[src/design/mma_pkg.sv]
`timescale 1ns / 1ps

package mma_pkg;

  localparam int CHANNELS   = 4;
  localparam int WINDOW     = 5;
  localparam int SAMPLE_W   = 12;
  localparam int SCALED_W   = 16;
  localparam int FULL_SCALE = 4095;
  localparam int Q15_ONE    = 32768;

  localparam int SUM_W       = $clog2(WINDOW * FULL_SCALE + 1);
  localparam int SLOT_W      = (WINDOW > 1) ? $clog2(WINDOW) : 1;
  localparam int DIV_W       = $clog2(WINDOW + 1);
  localparam int RECIP_SHIFT = SUM_W + $clog2(WINDOW);
  localparam int RECIP_W     = RECIP_SHIFT + 1;
  localparam int PROD_W      = SUM_W + RECIP_W;

  // s * 32768 / 4095 = t + t / 4095 with t = 8 * s
  localparam int GAIN_SHIFT   = $clog2(Q15_ONE / (FULL_SCALE + 1));
  localparam int TERM_W       = SAMPLE_W + GAIN_SHIFT;
  localparam int FRAC_SHIFT   = TERM_W + SAMPLE_W;
  localparam int FRAC_RECIP   = ((1 << FRAC_SHIFT) + FULL_SCALE - 1) / FULL_SCALE;
  localparam int FRAC_RECIP_W = $clog2(FRAC_RECIP + 1);
  localparam int FRAC_PROD_W  = TERM_W + FRAC_RECIP_W;

  typedef struct packed {
    logic [SAMPLE_W-1:0] sample_ch0;
    logic [SAMPLE_W-1:0] sample_ch1;
    logic [SAMPLE_W-1:0] sample_ch2;
    logic [SAMPLE_W-1:0] sample_ch3;
  } in_item_t;

  typedef struct packed {
    logic [SAMPLE_W-1:0] average_ch0;
    logic [SAMPLE_W-1:0] average_ch1;
    logic [SAMPLE_W-1:0] average_ch2;
    logic [SAMPLE_W-1:0] average_ch3;
    logic [SCALED_W-1:0] scaled_ch0;
    logic [SCALED_W-1:0] scaled_ch1;
    logic [SCALED_W-1:0] scaled_ch2;
    logic [SCALED_W-1:0] scaled_ch3;
  } out_item_t;

  typedef struct packed {
    logic              wr_en;
    logic [SLOT_W-1:0] slot;
    logic [RECIP_W-1:0] recip;
  } lane_ctrl_t;

endpackage

[src/design/multichannel_moving_average.sv]
// an accepted item is registered by the lane update, then by the output register
// throughput: 1 item per cycle while the output side takes results
// the shared window pointer and each lane's sum update in the same cycle
// reset clears all histories, sums, the window pointer and the filled flag at once
// no clearing pass: the block takes items from the first cycle after reset
`timescale 1ns / 1ps

module multichannel_moving_average (
  input  logic               clk_i,
  input  logic               rst_ni,
  input  logic               in_valid_i,
  output logic               in_ready_o,
  input  mma_pkg::in_item_t  in_item_i,
  output logic               out_valid_o,
  input  logic               out_ready_i,
  output mma_pkg::out_item_t out_item_o
);
  import mma_pkg::*;

  lane_ctrl_t          lane_ctrl;
  logic                pipe_valid;
  logic                pipe_ready;
  logic [SAMPLE_W-1:0] samples [CHANNELS];
  logic [SAMPLE_W-1:0] averages [CHANNELS];
  logic [SCALED_W-1:0] scaled [CHANNELS];

  assign samples[0] = in_item_i.sample_ch0;
  assign samples[1] = in_item_i.sample_ch1;
  assign samples[2] = in_item_i.sample_ch2;
  assign samples[3] = in_item_i.sample_ch3;

  mma_ctrl u_ctrl (
    .clk_i        (clk_i),
    .rst_ni       (rst_ni),
    .in_valid_i   (in_valid_i),
    .in_ready_o   (in_ready_o),
    .pipe_valid_o (pipe_valid),
    .pipe_ready_i (pipe_ready),
    .lane_ctrl_o  (lane_ctrl)
  );

  for (genvar ch = 0; ch < CHANNELS; ch++) begin : g_lane
    mma_lane u_lane (
      .clk_i       (clk_i),
      .rst_ni      (rst_ni),
      .lane_ctrl_i (lane_ctrl),
      .sample_i    (samples[ch]),
      .average_o   (averages[ch]),
      .scaled_o    (scaled[ch])
    );
  end

  mma_merge u_merge (
    .clk_i        (clk_i),
    .rst_ni       (rst_ni),
    .pipe_valid_i (pipe_valid),
    .pipe_ready_o (pipe_ready),
    .average_i    (averages),
    .scaled_i     (scaled),
    .out_valid_o  (out_valid_o),
    .out_ready_i  (out_ready_i),
    .out_item_o   (out_item_o)
  );

endmodule

[src/design/mma_ctrl.sv]
`timescale 1ns / 1ps

module mma_ctrl (
  input  logic               clk_i,
  input  logic               rst_ni,
  input  logic               in_valid_i,
  output logic               in_ready_o,
  output logic               pipe_valid_o,
  input  logic               pipe_ready_i,
  output mma_pkg::lane_ctrl_t lane_ctrl_o
);
  import mma_pkg::*;

  logic [SLOT_W-1:0]  slot_q, slot_d;
  logic               full_q, full_d;
  logic [RECIP_W-1:0] recip_q, recip_d;
  logic               valid_q, valid_d;
  logic               accept;
  logic [SLOT_W-1:0]  slot_next;
  logic               full_next;
  logic [DIV_W-1:0]   divisor;
  logic [RECIP_W-1:0] recip_tab [2**DIV_W];

  // ceil(2^RECIP_SHIFT / d) gives an exact floor division for every window sum
  for (genvar Div = 0; Div < 2**DIV_W; Div++) begin : g_recip
    if (Div >= 1 && Div <= WINDOW) begin : g_used
      localparam logic [RECIP_W-1:0] RecipVal =
        RECIP_W'(((longint'(1) << RECIP_SHIFT) + Div - 1) / Div);
      assign recip_tab[Div] = RecipVal;
    end else begin : g_unused
      assign recip_tab[Div] = '0;
    end
  end

  assign in_ready_o   = !valid_q || pipe_ready_i;
  assign accept       = in_valid_i && in_ready_o;
  assign pipe_valid_o = valid_q;

  always_comb begin
    slot_next = (slot_q == SLOT_W'(WINDOW - 1)) ? '0 : slot_q + 1'b1;
    full_next = full_q || (slot_next == '0);
    divisor   = full_next ? DIV_W'(WINDOW) : DIV_W'(slot_next);
    slot_d    = slot_q;
    full_d    = full_q;
    recip_d   = recip_q;
    valid_d   = valid_q && !pipe_ready_i;
    if (accept) begin
      slot_d  = slot_next;
      full_d  = full_next;
      recip_d = recip_tab[divisor];
      valid_d = 1'b1;
    end
  end

  always_ff @(posedge clk_i or negedge rst_ni) begin
    if (!rst_ni) begin
      slot_q  <= '0;
      full_q  <= 1'b0;
      recip_q <= '0;
      valid_q <= 1'b0;
    end else begin
      slot_q  <= slot_d;
      full_q  <= full_d;
      recip_q <= recip_d;
      valid_q <= valid_d;
    end
  end

  assign lane_ctrl_o = '{wr_en: accept, slot: slot_q, recip: recip_q};

endmodule

[src/design/mma_lane.sv]
`timescale 1ns / 1ps

module mma_lane (
  input  logic                          clk_i,
  input  logic                          rst_ni,
  input  mma_pkg::lane_ctrl_t           lane_ctrl_i,
  input  logic [mma_pkg::SAMPLE_W-1:0]  sample_i,
  output logic [mma_pkg::SAMPLE_W-1:0]  average_o,
  output logic [mma_pkg::SCALED_W-1:0]  scaled_o
);
  import mma_pkg::*;

  logic [SAMPLE_W-1:0]    hist_q [WINDOW];
  logic [SUM_W-1:0]       sum_q, sum_d;
  logic [SAMPLE_W-1:0]    samp_q;
  logic [PROD_W-1:0]      quot_prod;
  logic [TERM_W-1:0]      term;
  logic [FRAC_PROD_W-1:0] frac_prod;

  assign sum_d = sum_q - SUM_W'(hist_q[lane_ctrl_i.slot]) + SUM_W'(sample_i);

  always_ff @(posedge clk_i or negedge rst_ni) begin
    if (!rst_ni) begin
      for (int i = 0; i < WINDOW; i++) begin
        hist_q[i] <= '0;
      end
      sum_q <= '0;
    end else if (lane_ctrl_i.wr_en) begin
      hist_q[lane_ctrl_i.slot] <= sample_i;
      sum_q                    <= sum_d;
    end
  end

  always_ff @(posedge clk_i) begin
    if (lane_ctrl_i.wr_en) begin
      samp_q <= sample_i;
    end
  end

  // window mean by reciprocal multiply
  assign quot_prod = PROD_W'(sum_q) * PROD_W'(lane_ctrl_i.recip);
  assign average_o = SAMPLE_W'(quot_prod >> RECIP_SHIFT);

  // full-scale normalisation
  assign term      = TERM_W'(samp_q) << GAIN_SHIFT;
  assign frac_prod = FRAC_PROD_W'(term) * FRAC_PROD_W'(FRAC_RECIP);
  assign scaled_o  = SCALED_W'(term) + SCALED_W'(frac_prod >> FRAC_SHIFT);

endmodule

[src/design/mma_merge.sv]
`timescale 1ns / 1ps

module mma_merge (
  input  logic                          clk_i,
  input  logic                          rst_ni,
  input  logic                          pipe_valid_i,
  output logic                          pipe_ready_o,
  input  logic [mma_pkg::SAMPLE_W-1:0]  average_i [mma_pkg::CHANNELS],
  input  logic [mma_pkg::SCALED_W-1:0]  scaled_i [mma_pkg::CHANNELS],
  output logic                          out_valid_o,
  input  logic                          out_ready_i,
  output mma_pkg::out_item_t            out_item_o
);
  import mma_pkg::*;

  logic      out_valid_q, out_valid_d;
  out_item_t item_q, item_d;
  logic      load;

  assign pipe_ready_o = !out_valid_q || out_ready_i;
  assign load         = pipe_valid_i && pipe_ready_o;

  always_comb begin
    item_d = '{
      average_ch0: average_i[0],
      average_ch1: average_i[1],
      average_ch2: average_i[2],
      average_ch3: average_i[3],
      scaled_ch0:  scaled_i[0],
      scaled_ch1:  scaled_i[1],
      scaled_ch2:  scaled_i[2],
      scaled_ch3:  scaled_i[3]
    };
    out_valid_d = load || (out_valid_q && !out_ready_i);
  end

  always_ff @(posedge clk_i or negedge rst_ni) begin
    if (!rst_ni) begin
      out_valid_q <= 1'b0;
    end else begin
      out_valid_q <= out_valid_d;
    end
  end

  always_ff @(posedge clk_i) begin
    if (load) begin
      item_q <= item_d;
    end
  end

  assign out_valid_o = out_valid_q;
  assign out_item_o  = item_q;

endmodule

[config.mk]
export PLATFORM = sky130hd
export DESIGN_NAME = multichannel_moving_average
export DESIGN_NICKNAME = d
export VERILOG_FILES = /design/src/design/mma_pkg.sv /design/src/design/multichannel_moving_average.sv /design/src/design/mma_ctrl.sv /design/src/design/mma_lane.sv /design/src/design/mma_merge.sv
export SDC_FILE = /design/constraint.sdc
export NUM_CORES = 2
export LEC_CHECK = 0
export ABC_AREA = 1
export BUFFER_PORTS_ARGS = -buffer_cell sky130_fd_sc_hd__buf_2
export CAP_MARGIN = 20
export CORE_UTILIZATION = 60
export DETAILED_ROUTE_END_ITERATION = 10
export PLACE_DENSITY_LB_ADDON = 0.12
export RECOVER_POWER = 100
export SETUP_SLACK_MARGIN = 0.4
export SLEW_MARGIN = 25
export SYNTH_ARGS = -nofsm -noshare
export SYNTH_HDL_FRONTEND = slang
export SYNTH_SLANG_ARGS = --single-unit
[constraint.sdc]
create_clock -name clk_i -period 11.8 [get_ports clk_i]
set_clock_uncertainty 0.15 [all_clocks]
set_input_delay 1.18 -clock clk_i [delete_from_list [all_inputs] [get_ports clk_i]]
set_output_delay 1.18 -clock clk_i [all_outputs]
set_load 0.005 [all_outputs]
==> results.md <==
* Buf+Inv Stages, Crit Path at 5
* # DRC at 0
* CP top delay family: adder cells
* Post-Syn Area at 51100 um^2
* Post-cts gate resize count at 0
* Reg-to-Reg End: u_merge.out_item_o[73]$_DFFE_PP_
* Setup TNS at 0 ps
* Hold Slack at 336 ps
* Synth Net Count at around 7.2k
* Status: complete, but fails checks
* Clock Path Buffers at 3
* Core Region at 84000 um^2
* Latest clock arrival within the worst-skew pair at between 600 and 700 ps
* Routability congestion estimate at about 0.98
* Final period util at between 70% and 80%
* Async SR Flop Fraction at between 60 and 70%
* Hold Path Sink: g_lane[2].u_lane.hist_q[31]$_DFFE_PN0P_
* Wire length per cell at approximately 18 um
* Die area at approximately 86000 um^2
* Yosys cell types at 53
* Vias in the first global route at between 40k and 50k
* Iteration-0 DRC Markers at 2707
* Postcts setup bufs at 0
* Core Rows at roughly 110
* Layout cell share with drive strength beyond 1 at between 3 and 4%
* Max Clk Rate at around 120 MHz
* Number of setup violations in the final report at 0
* Clock slew seen by the registers of the worst setup and hold paths at around 60 ps
* N_diodes at 0
* Crit-path max cell delay at roughly 2100 ps
* Vias per cell at approximately 5.4
* Failing checks: capacitance limit, slew limit
* HPWL after DPL at a little over 100000 um
* Hold_buf cts at 0
* Maxcap violations at 15
* Post-synth EDFFs at 160
* Root buffer cell: clkbuf_16
* Inst Count DP at 7138
* Fin nets at between 7k and 8k
* R2r setup slk at 3200 ps
* Fill count at roughly 7.3k
* Remaining Overflow, GRT at 0
* Syn Area/Cell at around 8.6 um^2
* CP max-delay cell: clkbuf_1
* Die Wd at 294 um
* R2R depth at 20
* Critical Path AT at 8860 ps
* RSZ-0062 raised after global routing: false
* CTS tree: done
* Synth Flop Type: dfrtp_1
* Routed Antenna Nets at 0
* Worst-Margin Slew at between 3000 and 4000 ps
* Seq/Total Area, Yosys at about 25%
* Initial antenna violation count at 1
* First drt pass iteration count at 6
* Critical register-to-register path startpoint: u_ctrl.recip_q[15]$_DFFE_PN0P_
* Area Growth Syn to Fin at 6.86%
* WS Path Type: reg -> reg
* Die Y at between 200 and 300 um
* Sink Count at approximately 470
* Final min period at 8600 ps
* Initial cell density of the core at approximately three fifths
* Largest net degree at the start of global routing at roughly 120
* First-pass GRT wire length at around 210000 um
* Fin cells at ~7.2k
* IO Pins at about 170
* Critical path required time at 12060 ps
* Post-Syn Instances at ~6.0k
* Via count at between 30k and 40k
* Total Routing Usage GR at around a third
* Fin. max-slew vios at 773
* Hold WC Path Type: reg -> reg
* Hold Startpoint: g_lane[2].u_lane.hist_q[31]$_DFFE_PN0P_
* Routed Wire Length at 129000 um
* CP startpoint kind: register
* #FFs+latches synth at between 400 and 500
* Worst hold stages at 2
* H-Tree Depth at 2
* Final Hold Viols at 0
* Max FO, Critical Path at 53
* Most used cell, CP: fa_1
* Max_slew headroom at -158%
* Port bufs at ~170
* CTS Buf Count at 55
* Element type at the critical path end: register
* Worst path cell trace: clkbuf_1, nand2_1, fa_1, fa_1, inv_1, fa_1, fa_1, fa_1, inv_1, fa_1, inv_1, ha_1, a21oi_1, o21ai_0, a21oi_1, inv_1, a221oi_1, nand2_1, nand2_1, nand2_1
* Yosys warnings at 0
[placed cells by master, fill, tap and decap left out, types with 57 or more instances in the layout]
cell and instances:
o21ai_0 407, fa_1 628, clkbuf_16 57, dfrtp_1 307, edfxtp_1 160, ha_1 562
xor2_1 101, nand3_1 130, nor2_1 207, clkbuf_1 131, inv_1 1541, nand2_1 1196
a21oi_1 228
[routing by layer]
layer | vias to the layer above | track usage, % | share of wire (%)
met5 | - | 0 | 0
li1 | 18500 | - | -
met1 | 19000 | 42.5 | 43
met4 | 0 | 9.98 | 3.6
met2 | 1072 | 53.1 | 48
met3 | 220 | 3.23 | 5.0
[stage by stage]
| step | area (um^2) | util [%] | worst slack [ps] |
|---|---|---|---|
| 2_1_floorplan | 51100 | - | 4410 |
| 3_3_place_gp | 53000 | 63.1 | 5300 |
| 3_5_place_dp | 53000 | 63.1 | 5200 |
| 4_1_cts | 54800 | 65.3 | 5170 |
| 5_1_grt | 54600 | 65.0 | 2550 |
| 6_report | 54600 | 65.0 | 3200 |
[logic make-up (layout without fill, tap and decap cells)]
kind of cell	count (synthesis)	count (layout)	share of synthesized area (%)
and+or+nand+nor	1655	1655	13.0
adders and majority gates	1190	1190	38.4
xor gates and xnor gates	151	151	2.60
AOI/OAI and AO/OA	803	803	8.71
DFF	472	472	24.7
buffers and inverters	1701	1837	12.6
[tightest hold or removal path, delay by kind of cell, from the launching register on]
kind | cells | cell delay, ps
flip-flops | 1 | 340
AO/OA/AOI/OAI | 1 | 60
AND/OR/NAND/NOR | 1 | 50
[sequential cells by signal (all words and copies together) (netlist names)]
register	cells
g_lane.u_lane.hist_q	240
u_merge.out_item_o	112
g_lane.u_lane.sum_q	60
g_lane.u_lane.samp_q	48
u_ctrl.recip_q	6
u_ctrl.slot_q	3
u_ctrl.full_q	1
u_ctrl.pipe_valid_o	1
u_merge.out_valid_o	1
[final cells by class]
| class | count | area [um^2] | share of cell area [%] |
|---|---|---|---|
| Timing Repair Buffer | 189 | 830 | 1.52 |
| Tap cell | 1134 | 1420 | 2.60 |
| Clock inverter | 29 | 299 | 0.548 |
| Sequential cell | 472 | 12600 | 23.1 |
| Inverter | 1546 | 5800 | 10.6 |
| Clock buffer | 73 | 1550 | 2.83 |
| Multi-Input combinational cell | 3799 | 32100 | 58.8 |
[cell usage after synthesis (9+ instances only)]
| cell type | n | share of area (%) |
|---|---|---|
| xnor2_1 | 49 | 0.84 |
| nor2_1 | 207 | 1.5 |
| clkbuf_1 | 95 | 0.70 |
| nand2_1 | 1199 | 8.8 |
| fa_1 | 628 | 25 |
| o211ai_1 | 41 | 0.60 |
| o21bai_1 | 9 | 0.13 |
| nor4_1 | 20 | 0.24 |
| edfxtp_1 | 160 | 9.4 |
| nand4_1 | 24 | 0.29 |
| a21o_1 | 23 | 0.34 |
| buf_1 | 19 | 0.14 |
| o21ai_0 | 383 | 3.8 |
| inv_1 | 1541 | 11 |
| nand3_1 | 130 | 1.3 |
| o22ai_1 | 9 | 0.11 |
| nand3b_1 | 10 | 0.15 |
| dfrtp_1 | 312 | 15 |
| buf_2 | 39 | 0.38 |
| nor3_1 | 40 | 0.39 |
| a22oi_1 | 16 | 0.24 |
| ha_1 | 562 | 14 |
| or2_2 | 9 | 0.11 |
| a21oi_1 | 229 | 2.2 |
| o21ai_1 | 27 | 0.26 |
| a31oi_1 | 14 | 0.17 |
| o2111ai_1 | 16 | 0.27 |
| xor2_1 | 101 | 1.7 |
[how the worst max path moves through the flow]
stage,cells after the start,startpoint,slack [ps],to
floorplan,2,out_ready_i,4410,u_merge.out_item_o[0]$_DFFE_PP_
global placement,19,u_ctrl.recip_q[15]$_DFFE_PN0P_,5300,u_merge.out_item_o[70]$_DFFE_PP_
detailed placement,20,u_ctrl.recip_q[14]$_DFFE_PN0P_,5200,u_merge.out_item_o[73]$_DFFE_PP_
CTS,18,u_ctrl.recip_q[15]$_DFFE_PN0P_,5170,u_merge.out_item_o[99]$_DFFE_PP_
global route,18,u_ctrl.recip_q[15]$_DFFE_PN0P_,2550,u_merge.out_item_o[99]$_DFFE_PP_
finish,20,u_ctrl.recip_q[15]$_DFFE_PN0P_,3200,u_merge.out_item_o[73]$_DFFE_PP_
Power is left out: the tool's default activity adds up to more than one toggle a clock period on the data nets, which glitch-free logic cannot reach.
